File: src/design/tcpm_pkg.sv
// Shared types and constants for the two-channel phase meter.
`timescale 1ns / 1ps
package tcpm_pkg;

    localparam int ADC_BITS  = 14;
    localparam int CNT_BITS  = 16;
    localparam int DT_BITS   = 8;
    localparam int CFG_BITS  = 16;
    localparam int IDX_BITS  = 2;
    localparam int PH_BITS   = 16;
    localparam int CD_BITS   = 17;
    localparam int SCALE_BITS = 15;
    localparam int NUM_BITS  = SCALE_BITS + PH_BITS;
    localparam int DIV_CNT_BITS = $clog2(NUM_BITS);
    localparam int QDEPTH    = 2;
    localparam int QPTR_BITS = $clog2(QDEPTH);

    localparam logic [SCALE_BITS-1:0] PHASE_SCALE = SCALE_BITS'(18000);
    localparam logic [NUM_BITS-1:0]   PHASE_SAT   = NUM_BITS'(36000);
    localparam logic signed [CD_BITS-1:0] CORR_BAND = CD_BITS'(160);
    localparam logic signed [CD_BITS-1:0] CORR_STEP = CD_BITS'(140);

    typedef enum logic [IDX_BITS-1:0] {
        CFG_LOW_THRESHOLD  = 2'd0,
        CFG_HIGH_THRESHOLD = 2'd1,
        CFG_PERIOD_OFFSET  = 2'd2,
        CFG_PHASE_OFFSET   = 2'd3
    } t_cfg_idx;

    typedef struct packed {
        logic [ADC_BITS-1:0]        low_threshold;
        logic [ADC_BITS-1:0]        high_threshold;
        logic signed [CFG_BITS-1:0] period_offset;
        logic signed [CFG_BITS-1:0] phase_offset;
    } t_cfg;

    typedef enum logic [3:0] {
        ST_WAIT_REF_LOW   = 4'd0,
        ST_WAIT_REF_RISE  = 4'd1,
        ST_COUNT_PERIOD   = 4'd2,
        ST_WAIT_REF_PEAK  = 4'd3,
        ST_TRACK_REF      = 4'd4,
        ST_WAIT_TEST_PEAK = 4'd5,
        ST_TRACK_TEST     = 4'd6,
        ST_WAIT_BOTH_LOW  = 4'd7,
        ST_WAIT_FIRST     = 4'd8,
        ST_COUNT_PHASE    = 4'd9
    } t_step;

    typedef enum logic [2:0] {
        BK_IDLE = 3'd0,
        BK_MUL  = 3'd1,
        BK_DIV  = 3'd2,
        BK_FIN  = 3'd3,
        BK_OUT  = 3'd4
    } t_bstate;

    typedef struct packed {
        logic [CNT_BITS-1:0] period_ticks;
        logic [ADC_BITS-1:0] ref_peak;
        logic [ADC_BITS-1:0] test_peak;
        logic [PH_BITS-1:0]  phase_ticks;
        logic                test_first;
    } t_meas;

    typedef struct packed {
        logic full;
        logic empty;
    } t_qstat;

endpackage

File: src/design/two_channel_phase_meter.sv
// Top level of the two-channel phase meter: configuration registers, sequencer, queue, scaler.
`timescale 1ns / 1ps
// The meter takes one sample word (reference code, test code, elapsed ticks) every cycle while
// not stalled, and walks the measurement sequence: reference high time, reference peak, test peak,
// then the time from the first channel rising until both are high. The last word of a sequence
// queues one measurement, and the scaler turns it into one result word in steps: dequeue it,
// multiply by 18000, divide in the 31-bit restoring divider, saturate and correct, then the
// output register holds it until taken; the scaler takes no new measurement until that word
// is taken. A two-entry queue sits between the sequencer and the divider;
// the input stalls only while that queue is full. Write configuration only while idle.
module two_channel_phase_meter (
    input  logic                                i_clk,
    input  logic                                i_rst_n,
    input  logic                                i_cfg_we,
    input  logic [tcpm_pkg::IDX_BITS-1:0]       i_cfg_idx,
    input  logic [tcpm_pkg::CFG_BITS-1:0]       i_cfg_data,
    input  logic                                i_in_valid,
    output logic                                o_in_stall,
    input  logic [tcpm_pkg::ADC_BITS-1:0]       i_ref_sample,
    input  logic [tcpm_pkg::ADC_BITS-1:0]       i_test_sample,
    input  logic [tcpm_pkg::DT_BITS-1:0]        i_elapsed_ticks,
    output logic                                o_out_valid,
    input  logic                                i_out_stall,
    output logic [tcpm_pkg::CNT_BITS-1:0]       o_period_ticks,
    output logic [tcpm_pkg::ADC_BITS-1:0]       o_ref_peak,
    output logic [tcpm_pkg::ADC_BITS-1:0]       o_test_peak,
    output logic [tcpm_pkg::PH_BITS-1:0]        o_phase_ticks,
    output logic signed [tcpm_pkg::CD_BITS-1:0] o_phase_centideg,
    output logic                                o_test_first
);
    import tcpm_pkg::*;

    t_cfg   r_cfg;
    logic   w_accept;
    logic   w_push;
    logic   w_pop;
    t_meas  w_front_meas;
    t_meas  w_q_meas;
    t_meas  w_out_meas;
    t_qstat w_qstat;

    always_ff @(posedge i_clk) begin
        if (!i_rst_n) begin
            r_cfg.low_threshold  <= ADC_BITS'(7);
            r_cfg.high_threshold <= ADC_BITS'(34);
            r_cfg.period_offset  <= CFG_BITS'(175);
            r_cfg.phase_offset   <= -CFG_BITS'(125);
        end else if (i_cfg_we) begin
            case (t_cfg_idx'(i_cfg_idx))
                CFG_LOW_THRESHOLD:  r_cfg.low_threshold  <= i_cfg_data[ADC_BITS-1:0];
                CFG_HIGH_THRESHOLD: r_cfg.high_threshold <= i_cfg_data[ADC_BITS-1:0];
                CFG_PERIOD_OFFSET:  r_cfg.period_offset  <= i_cfg_data;
                CFG_PHASE_OFFSET:   r_cfg.phase_offset   <= i_cfg_data;
                default: begin
                end
            endcase
        end
    end

    assign o_in_stall = w_qstat.full;
    assign w_accept   = i_in_valid && !o_in_stall;

    tcpm_front u_front (
        .i_clk           (i_clk),
        .i_rst_n         (i_rst_n),
        .i_cfg           (r_cfg),
        .i_accept        (w_accept),
        .i_ref_sample    (i_ref_sample),
        .i_test_sample   (i_test_sample),
        .i_elapsed_ticks (i_elapsed_ticks),
        .o_push          (w_push),
        .o_meas          (w_front_meas)
    );

    tcpm_queue u_queue (
        .i_clk   (i_clk),
        .i_rst_n (i_rst_n),
        .i_push  (w_push),
        .i_data  (w_front_meas),
        .i_pop   (w_pop),
        .o_data  (w_q_meas),
        .o_stat  (w_qstat)
    );

    tcpm_back u_back (
        .i_clk            (i_clk),
        .i_rst_n          (i_rst_n),
        .i_q_empty        (w_qstat.empty),
        .i_meas           (w_q_meas),
        .o_pop            (w_pop),
        .i_out_stall      (i_out_stall),
        .o_out_valid      (o_out_valid),
        .o_meas           (w_out_meas),
        .o_phase_centideg (o_phase_centideg)
    );

    assign o_period_ticks = w_out_meas.period_ticks;
    assign o_ref_peak     = w_out_meas.ref_peak;
    assign o_test_peak    = w_out_meas.test_peak;
    assign o_phase_ticks  = w_out_meas.phase_ticks;
    assign o_test_first   = w_out_meas.test_first;

    a_no_overflow: assert property (@(posedge i_clk) disable iff (!i_rst_n)
        w_push |-> !w_qstat.full)
        else $error("measurement queue overflow");

    a_no_underflow: assert property (@(posedge i_clk) disable iff (!i_rst_n)
        w_pop |-> !w_qstat.empty)
        else $error("measurement queue underflow");

    a_phase_range: assert property (@(posedge i_clk) disable iff (!i_rst_n)
        o_out_valid |-> (o_phase_centideg >= -CD_BITS'(36000)
                         && o_phase_centideg <= CD_BITS'(36000)))
        else $error("phase out of range");

    a_zero_period: assert property (@(posedge i_clk) disable iff (!i_rst_n)
        (o_out_valid && o_period_ticks == '0) |-> o_phase_centideg == '0)
        else $error("nonzero phase with zero period");

endmodule

File: src/design/tcpm_front.sv
// Measurement sequencer: classifies one sample word per cycle while not stalled and records each measurement.
`timescale 1ns / 1ps
module tcpm_front (
    input  logic                          i_clk,
    input  logic                          i_rst_n,
    input  tcpm_pkg::t_cfg                i_cfg,
    input  logic                          i_accept,
    input  logic [tcpm_pkg::ADC_BITS-1:0] i_ref_sample,
    input  logic [tcpm_pkg::ADC_BITS-1:0] i_test_sample,
    input  logic [tcpm_pkg::DT_BITS-1:0]  i_elapsed_ticks,
    output logic                          o_push,
    output tcpm_pkg::t_meas               o_meas
);
    import tcpm_pkg::*;

    t_step               r_step, n_step;
    logic [CNT_BITS-1:0] r_cnt, n_cnt;
    logic [CNT_BITS-1:0] r_period, n_period;
    logic [ADC_BITS-1:0] r_ref_max, n_ref_max;
    logic [ADC_BITS-1:0] r_test_max, n_test_max;
    logic                r_sign, n_sign;

    logic r_low, r_high, t_low, t_high;
    logic [CNT_BITS-1:0] cnt_add;
    logic signed [CNT_BITS+1:0] phase_sum;
    logic [CNT_BITS+1:0] phase_abs;

    assign r_low   = i_ref_sample < i_cfg.low_threshold;
    assign r_high  = i_ref_sample > i_cfg.high_threshold;
    assign t_low   = i_test_sample < i_cfg.low_threshold;
    assign t_high  = i_test_sample > i_cfg.high_threshold;
    assign cnt_add = r_cnt + CNT_BITS'(i_elapsed_ticks);

    assign phase_sum = $signed({2'b00, cnt_add})
                     + $signed({{2{i_cfg.phase_offset[CFG_BITS-1]}}, i_cfg.phase_offset});
    assign phase_abs = phase_sum[CNT_BITS+1] ? -phase_sum : phase_sum;

    always_comb begin
        n_step = r_step;
        if (i_accept) begin
            case (r_step)
                ST_WAIT_REF_RISE:  if (r_high) n_step = ST_COUNT_PERIOD;
                ST_COUNT_PERIOD:   if (r_low) n_step = ST_WAIT_REF_PEAK;
                ST_WAIT_REF_PEAK:  if (r_high) n_step = ST_TRACK_REF;
                ST_TRACK_REF:      if (r_low) n_step = ST_WAIT_TEST_PEAK;
                ST_WAIT_TEST_PEAK: if (t_high) n_step = ST_TRACK_TEST;
                ST_TRACK_TEST:     if (t_low) n_step = ST_WAIT_BOTH_LOW;
                ST_WAIT_BOTH_LOW:  if (t_low && r_low) n_step = ST_WAIT_FIRST;
                ST_WAIT_FIRST:     if (t_high || r_high) n_step = ST_COUNT_PHASE;
                ST_COUNT_PHASE:    if (t_high && r_high) n_step = ST_WAIT_REF_LOW;
                default:           n_step = r_low ? ST_WAIT_REF_RISE : ST_WAIT_REF_LOW;
            endcase
        end
    end

    always_comb begin
        n_cnt      = r_cnt;
        n_period   = r_period;
        n_ref_max  = r_ref_max;
        n_test_max = r_test_max;
        n_sign     = r_sign;
        o_push     = 1'b0;
        if (i_accept) begin
            case (r_step)
                ST_WAIT_REF_RISE: begin
                    if (r_high) n_cnt = '0;
                end
                ST_COUNT_PERIOD: begin
                    n_cnt = cnt_add;
                    if (r_low) n_period = cnt_add + CNT_BITS'(i_cfg.period_offset);
                end
                ST_WAIT_REF_PEAK: begin
                    if (r_high) n_ref_max = '0;
                end
                ST_TRACK_REF: begin
                    if (!r_low && i_ref_sample > r_ref_max) n_ref_max = i_ref_sample;
                end
                ST_WAIT_TEST_PEAK: begin
                    if (t_high) n_test_max = '0;
                end
                ST_TRACK_TEST: begin
                    if (!t_low && i_test_sample > r_test_max) n_test_max = i_test_sample;
                end
                ST_WAIT_FIRST: begin
                    if (t_high || r_high) begin
                        n_cnt  = '0;
                        n_sign = t_high;
                    end
                end
                ST_COUNT_PHASE: begin
                    n_cnt  = cnt_add;
                    o_push = t_high && r_high;
                end
                default: begin
                end
            endcase
        end
    end

    assign o_meas.period_ticks = r_period;
    assign o_meas.ref_peak     = r_ref_max;
    assign o_meas.test_peak    = r_test_max;
    assign o_meas.phase_ticks  = phase_abs[PH_BITS-1:0];
    assign o_meas.test_first   = r_sign;

    always_ff @(posedge i_clk) begin
        if (!i_rst_n) begin
            r_step     <= ST_WAIT_REF_LOW;
            r_cnt      <= '0;
            r_period   <= '0;
            r_ref_max  <= '0;
            r_test_max <= '0;
            r_sign     <= 1'b0;
        end else begin
            r_step     <= n_step;
            r_cnt      <= n_cnt;
            r_period   <= n_period;
            r_ref_max  <= n_ref_max;
            r_test_max <= n_test_max;
            r_sign     <= n_sign;
        end
    end

endmodule

File: src/design/tcpm_queue.sv
// Short measurement queue between the sequencer and the phase divider.
`timescale 1ns / 1ps
module tcpm_queue (
    input  logic            i_clk,
    input  logic            i_rst_n,
    input  logic            i_push,
    input  tcpm_pkg::t_meas i_data,
    input  logic            i_pop,
    output tcpm_pkg::t_meas o_data,
    output tcpm_pkg::t_qstat o_stat
);
    import tcpm_pkg::*;

    t_meas                r_mem [QDEPTH];
    logic [QPTR_BITS-1:0] r_wr_ptr, r_rd_ptr;
    logic [QPTR_BITS:0]   r_count;

    assign o_stat.full  = r_count == (QPTR_BITS+1)'(QDEPTH);
    assign o_stat.empty = r_count == '0;
    assign o_data       = r_mem[r_rd_ptr];

    always_ff @(posedge i_clk) begin
        if (i_push) r_mem[r_wr_ptr] <= i_data;
    end

    always_ff @(posedge i_clk) begin
        if (!i_rst_n) begin
            r_wr_ptr <= '0;
            r_rd_ptr <= '0;
            r_count  <= '0;
        end else begin
            if (i_push) r_wr_ptr <= r_wr_ptr + 1'b1;
            if (i_pop)  r_rd_ptr <= r_rd_ptr + 1'b1;
            case ({i_push, i_pop})
                2'b10:   r_count <= r_count + 1'b1;
                2'b01:   r_count <= r_count - 1'b1;
                default: r_count <= r_count;
            endcase
        end
    end

endmodule

File: src/design/tcpm_back.sv
// Phase scaler: multiply, restoring divide, saturate and correct, then hold the result word.
`timescale 1ns / 1ps
module tcpm_back (
    input  logic                                i_clk,
    input  logic                                i_rst_n,
    input  logic                                i_q_empty,
    input  tcpm_pkg::t_meas                     i_meas,
    output logic                                o_pop,
    input  logic                                i_out_stall,
    output logic                                o_out_valid,
    output tcpm_pkg::t_meas                     o_meas,
    output logic signed [tcpm_pkg::CD_BITS-1:0] o_phase_centideg
);
    import tcpm_pkg::*;

    t_bstate                   r_state, n_state;
    t_meas                     r_meas;
    logic [NUM_BITS-1:0]       r_num;
    logic [CNT_BITS-1:0]       r_rem;
    logic [DIV_CNT_BITS-1:0]   r_div_cnt;
    logic signed [CD_BITS-1:0] r_phase_cd;

    logic [CNT_BITS:0]         rem_shift;
    logic                      rem_ge;
    logic [CNT_BITS:0]         rem_sub;
    logic [PH_BITS-1:0]        sat_m;
    logic signed [CD_BITS-1:0] signed_m;
    logic signed [CD_BITS-1:0] fin_cd;

    assign rem_shift = {r_rem, r_num[NUM_BITS-1]};
    assign rem_ge    = rem_shift >= {1'b0, r_meas.period_ticks};
    assign rem_sub   = rem_shift - {1'b0, r_meas.period_ticks};

    always_comb begin
        sat_m    = (r_num > PHASE_SAT) ? PHASE_SAT[PH_BITS-1:0] : r_num[PH_BITS-1:0];
        signed_m = r_meas.test_first ? $signed({1'b0, sat_m}) : -$signed({1'b0, sat_m});
        fin_cd   = signed_m;
        if (signed_m > -CORR_BAND && signed_m < CORR_BAND) fin_cd = signed_m - CORR_STEP;
        if (r_meas.period_ticks == '0) fin_cd = '0;
    end

    always_comb begin
        n_state = r_state;
        case (r_state)
            BK_IDLE: if (!i_q_empty) n_state = BK_MUL;
            BK_MUL:  n_state = BK_DIV;
            BK_DIV:  if (r_div_cnt == '0) n_state = BK_FIN;
            BK_FIN:  n_state = BK_OUT;
            BK_OUT:  if (!i_out_stall) n_state = BK_IDLE;
            default: n_state = BK_IDLE;
        endcase
    end

    always_comb begin
        o_pop       = (r_state == BK_IDLE) && !i_q_empty;
        o_out_valid = r_state == BK_OUT;
    end

    always_ff @(posedge i_clk) begin
        case (r_state)
            BK_IDLE: begin
                if (!i_q_empty) r_meas <= i_meas;
            end
            BK_MUL: begin
                r_num     <= NUM_BITS'(PHASE_SCALE * r_meas.phase_ticks);
                r_rem     <= '0;
                r_div_cnt <= DIV_CNT_BITS'(NUM_BITS - 1);
            end
            BK_DIV: begin
                r_rem     <= rem_ge ? rem_sub[CNT_BITS-1:0] : rem_shift[CNT_BITS-1:0];
                r_num     <= {r_num[NUM_BITS-2:0], rem_ge};
                r_div_cnt <= r_div_cnt - 1'b1;
            end
            BK_FIN: begin
                r_phase_cd <= fin_cd;
            end
            default: begin
            end
        endcase
    end

    always_ff @(posedge i_clk) begin
        if (!i_rst_n) begin
            r_state <= BK_IDLE;
        end else begin
            r_state <= n_state;
        end
    end

    assign o_meas           = r_meas;
    assign o_phase_centideg = r_phase_cd;

endmodule

File: config.mk
export PLATFORM = sky130hd
export DESIGN_NAME = two_channel_phase_meter
export DESIGN_NICKNAME = d
export VERILOG_FILES = /design/src/design/tcpm_pkg.sv /design/src/design/two_channel_phase_meter.sv /design/src/design/tcpm_front.sv /design/src/design/tcpm_queue.sv /design/src/design/tcpm_back.sv
export SDC_FILE = /design/constraint.sdc
export NUM_CORES = 1
export LEC_CHECK = 0
export BUFFER_PORTS_ARGS = -buffer_cell sky130_fd_sc_hd__buf_2
export CAP_MARGIN = 20
export CORE_ASPECT_RATIO = 1.2
export CORE_MARGIN = 3
export CORE_UTILIZATION = 55
export CTS_CLUSTER_SIZE = 12
export DETAILED_ROUTE_END_ITERATION = 8
export GPL_ROUTABILITY_DRIVEN = 0
export PLACE_DENSITY = 0.73
export SYNTH_ARGS = -nofsm -noshare
export SYNTH_HDL_FRONTEND = slang
export SYNTH_SLANG_ARGS = --single-unit
File: constraint.sdc
create_clock -name i_clk -period 9.7 [get_ports i_clk]
set_clock_uncertainty 0.1 [all_clocks]
set_input_delay 1.455 -clock i_clk [delete_from_list [all_inputs] [get_ports i_clk]]
set_output_delay 1.455 -clock i_clk [all_outputs]
set_load 0.005 [all_outputs]
**Word level (Yosys, flattened, before mapping)**

Memory sizes are Yosys's and may differ from the RTL's. A register that Yosys moved wholly into a read port is not among the register bits.
Cells that the tools add are included.

- Flip-flop bits (word level): 201
- Bits in writable memories: 122
- Input bits: 59
- Output and inout bits: 80
- Logic and storage cells: 148
- Memories: 1

- Add/subtract/negate cells: 12
- $mul: 1
- Order comparisons: 10
- Equal/unequal tests: 33
- Multiplexer cells: 37
- Bitwise gates (word level): 1
- Reduce and logical (&&, ||, !) cells: 35

Memory list:

| name | words | bits a word | read ports | clocked after memory_dff | wr ports | RTL line | source |
|---|---|---|---|---|---|---|---|
| u_queue.r_mem | 2 | 61 | 1 | 1 | 1 | tcpm_queue.sv:14 | `t_meas r_mem [QDEPTH];` |

Operators by type and width:

| cell | count |
|---|---|
| $mux 16 | 5 |
| $pmux 31 s2 | 1 |
| $gt 14x14->1 | 4 |
| $mux 14 | 4 |
| $pmux 14 s2 | 2 |
| $pmux 16 s3 | 1 |
| $mux 4 | 9 |
| $pmux 4 s9 | 1 |
| $mux 17 | 2 |
| $pmux 16 s2 | 1 |
| $gt 31x16->1 const B | 1 |
| $lt 14x14->1 | 2 |
| $mul 11x16->27 const A | 1 |
| $ne 2x1->1 const B | 12 |
| $add 17x16->18 | 1 |
| $ge 17x16->1 | 1 |
| $gt 17x9->1 const B | 1 |
| $lt 17x9->1 const B | 1 |
| $neg 16->17 | 1 |
| $sub 17x9->17 const B | 1 |
| $add 16x16->16 | 1 |
| $add 16x8->16 | 1 |
| $eq 4x3->1 const B | 4 |
| $logic_not 16->1 | 1 |
| 34 further kinds | 70 |

**Logic depth before layout (Yosys ltp)**

- Depth in word-level cells: 7
- Depth in mapped cells: 19
- Mapped depth without buffers: 18

**Hierarchy**

Synthesis repeated with hierarchy kept, for this count alone.

- Cells, all modules: 2,301
- Area, all modules: 23,762.8 um^2

Modules (own cells, without submodules):

| module | times used | cells each | area each (um^2) |
|---|---|---|---|
| tcpm_back | 1 | 986 | 9,952.0 |
| tcpm_front | 1 | 868 | 6,861.6 |
| tcpm_queue | 1 | 212 | 4,601.9 |
| two_channel_phase_meter | 1 | 235 | 2,347.3 |

**Worst setup path before layout**

OpenSTA, ideal clock, no wires.

- Path kind: reg2reg
- Start point: register u_back.r_state[2]
- End point: register u_queue.r_count[1]
- Setup time: 0.070 ns
- Arrival: 8.014 ns
- Required time: 9.530 ns
- Path slack: 1.515 ns
- Stages on the path, launching flop included: 6
- Path buffers: 1
- Cells stage by stage: dfxtp_1 clkbuf_1 nor4_1 ha_1 or3_1 a21oi_1

- Longest elaborated chain between the ends: 4

Ends and longest elaborated chain:

| element | RTL line | source |
|---|---|---|
| start, declared | tcpm_back.sv:16 | `t_bstate r_state, n_state;` |
| start signal, assigned | tcpm_back.sv:86 | `r_state <= n_state;` |
| $logic_not 3->1 * | tcpm_back.sv:55 | `o_pop = (r_state == BK_IDLE) && !i_q_empty;` |
| $logic_and 1x1->1 * | tcpm_back.sv:55 |  |
| net u_back.o_pop | tcpm_back.sv:8 | `output logic o_pop,` |
| $eq 2x1->1 / $eq 2x2->1 (equally long branches) | tcpm_queue.sv:34 | `case ({i_push, i_pop})` |
| $pmux 2 s2 / $reduce_bool 2->1 (equally long branches) | - |  |
| end signal, assigned | tcpm_queue.sv:35 | `2'b10: r_count <= r_count + 1'b1;` |
| end signal, assigned | tcpm_queue.sv:36 | `2'b01: r_count <= r_count - 1'b1;` |
| end signal, assigned | tcpm_queue.sv:37 | `default: r_count <= r_count;` |
| end, declared | tcpm_queue.sv:16 | `logic [QPTR_BITS:0] r_count;` |

Mark *: on every way through the listed nets, which the timed path passes. The rest lies on a longest branch.
A chain may end at the register's enable or synchronous reset.

==> flow_metrics.tcl <==
set metrics [dict create \
    status "finished, final reports clean" \
    ctsResizeCount 0 \
    pwr-share-clk 0.375 \
    start_kind "primary input" \
    slew_headroom 0.278 \
    die_w_um 192 \
    ir_drop_uv 221 \
    cts_buffers 41 \
    yosysTopAreaCellShare 0.332 \
    dpl-instance-area_um2 24000 \
    drv_slew 0 \
    ys_async_sr_fraction 0 \
    drc 0 \
    dieArea_um2 44000 \
    fin_cells 2900 \
    drt-total-wl_um 52600 \
    synth_fp_nets 2547 \
    max_freq_mhz 169 \
    clock-root-buffer "clkbuf_16" \
    die-height_um 229 \
    grt_setup_unrepaired "no" \
    synthTopCellsByCount "edfxtp_1 (252), ha_1 (243), nand2_1 (209), inv_1 (204), nor2_1 (164)" \
    seqPwrFrac 0.455 \
    post-cts-setup-buffers 0 \
    cts_tree "built" \
    power.internal_mw 3.03 \
    yosys.cell_count.top_type "edfxtp_1" \
    hold_slack_ns 0.356 \
    antenna_found_initial 0 \
    wl_per_cell_um 18.1 \
    setup_viol 0 \
    drt_iter0_markers 1037 \
    htree_levels 2 \
    grt_max_degree 95 \
    critPathRequiredTime_ns 9.93 \
    grt_pass1_vias 16832 \
    period_needed_ns 5.93 \
    drtAntennaViolNets 0 \
    switching_share 0.277 \
    syn_inst 2208 \
    ys_seq_area_frac 0.447 \
    utilization 0.622 \
    vias 17042 \
    fill_cells 3266 \
    hp-class "reg -> reg" \
    core_area_um2 40800 \
    yosysWarnings 0 \
    cts_sinks 384 \
    worst_slew_pin_slew_ns 1.08 \
    maxCapViolations 0 \
    tns_ns 0 \
    hold_viol 0 \
    rrSetupSlack_ns 4.42 \
    synth_top_cell_by_area "edfxtp_1" \
    yosysUniqueCellTypes 77 \
    dp_cells 2824 \
    design_area_um2 25400 \
    area_growth_pct 11.2 \
    ys.flop_type "edfxtp_1" \
    synth_area_leaders "edfxtp_1 (33%), ha_1 (13%), dfxtp_1 (12%)" \
    path_max_fanout 6 \
    clkLatencyLatePin_ns 0.59 \
    leakagePower_nw 10.5 \
    post-place-ws_ns 3.31 \
    worstSetupEndpointType "register" \
    synth_seq_cells 384 \
    n_antenna_cell 0 \
    worstPathArrival_ns 6.16 \
    p_comb_frac 0.170 \
    power.switching_mw 1.16 \
    clk_pin_slew_worst_paths_ns 0.06 \
    cts_buffer_depth 3 \
    num_rows 81 \
    power_density_nw_per_um2 165 \
    syn_area_per_cell_um2 10.3 \
    grt_overflow 0 \
    worstSetupPathType "in -> reg" \
    vias_per_cell 5.88 \
    synth_edf_count 252 \
    drive_gt1_frac 0.130 \
    grt_pass1_wl_um 85000 \
    start_util 0.559 \
    finalCritPeriodShare 0.612 \
    syn_area_um2 22800 \
    grt_util_all_layers 0.239 \
    postCtsHoldBufs 0 \
    top_level_ports 139 \
    setup_ws_ns 3.77 \
    dp.final_hpwl_um 38900 \
    power.total_mw 4.19 \
    nets 2668 \
    port_buffers 138 \
    first_pass_iters 7 \
]
logic make-up (layout without fill, tap and decap cells):
group / count (synthesis) / count (layout) / share of synthesized area
muxes: 95 / 95 / 0.0450
AOI/OAI and AO/OA: 457 / 457 / 0.130
xor gates and xnor gates: 97 / 97 / 0.0378
and+or+nand+nor: 613 / 613 / 0.126
buffers and inverters: 282 / 435 / 0.0475
adders and majority gates: 280 / 280 / 0.166
DFF: 384 / 384 / 0.447
layout by cell type (no fill, tap or decap), types with 61 or more instances in the layout:
master	netlist	final
edfxtp_1	252	252
ha_1	243	243
nand2_1	209	209
inv_1	204	204
nor2_1	164	161
a21oi_1	151	151
buf_2	2	138
dfxtp_1	132	131
o21ai_0	62	61
xnor2_1	61	61
mux2_2	61	61
per-layer routing:
layer  up-vias  global-route usage  part of all wire
met5         -                   0                 0
met4         0              0.0895             0.034
met3       127              0.0352             0.061
met2       544               0.405              0.49
met1      8162               0.310              0.42
li1       8209                   -                 -
cell type report:
class / instances / area [um2] / share of cell area
tap: 539 / 674 / 0.0266
inverter: 205 / 769 / 0.0303
timing repair buffer: 155 / 818 / 0.0322
multi-input combinational: 1542 / 11600 / 0.456
clock inverter: 11 / 181 / 0.00714
sequential: 384 / 10200 / 0.402
clock buffer: 64 / 1160 / 0.0459
worst paths after layout:
| kind | from | endpoint | cells past startpoint |
|---|---|---|---|
| setup reg to reg | u_back.o_meas[8] | u_back.r_num[28] | 16 |
| hold reg to reg | r_cfg[43] | r_cfg[43] | 2 |
| setup / recovery | i_elapsed_ticks[0] | u_queue.r_mem[0][16] | 18 |
| hold / removal | r_cfg[43] | r_cfg[43] | 2 |
registers in the layout, summed over array words and instances (netlist names), 4 cells and up:
name	cells
r_cfg	60
u_queue.r_mem	122
u_back.r_num	31
u_back.r_div_cnt	5
u_front.r_cnt	16
u_back.o_meas	61
u_back.o_phase_centideg	17
u_front.r_test_max	14
u_back.r_rem	16
u_front.r_step	4
u_front.r_period	16
u_front.r_ref_max	14
power groups by stage:
stage                     Combinational (mW)  Sequential [mW]  Clock (mW)
after floorplan                        0.542             1.90           0
after global placement                 0.674             1.94           0
after detailed placement               0.700             1.94           0
after CTS                              0.704             1.90        1.60
after global routing                   0.789             1.91        1.67
final                                  0.711             1.91        1.57
worst max-delay path, cell delays in order:
cell,delay (ns)
buf_2,0.10
ha_1,0.21
fa_1,0.40
a21o_1,0.19
a21oi_1,0.24
o21bai_1,0.10
a21oi_1,0.23
o21ai_1,0.24
xor2_1,0.23
ha_1,0.38
a21o_1,0.18
a21oi_1,0.30
a21oi_1,0.14
a211oi_1,0.44
mux2i_1,0.13
a2111oi_0,0.71
a41oi_1,0.26
xnor2_1,0.21
Power figures use the tool's default switching activity.
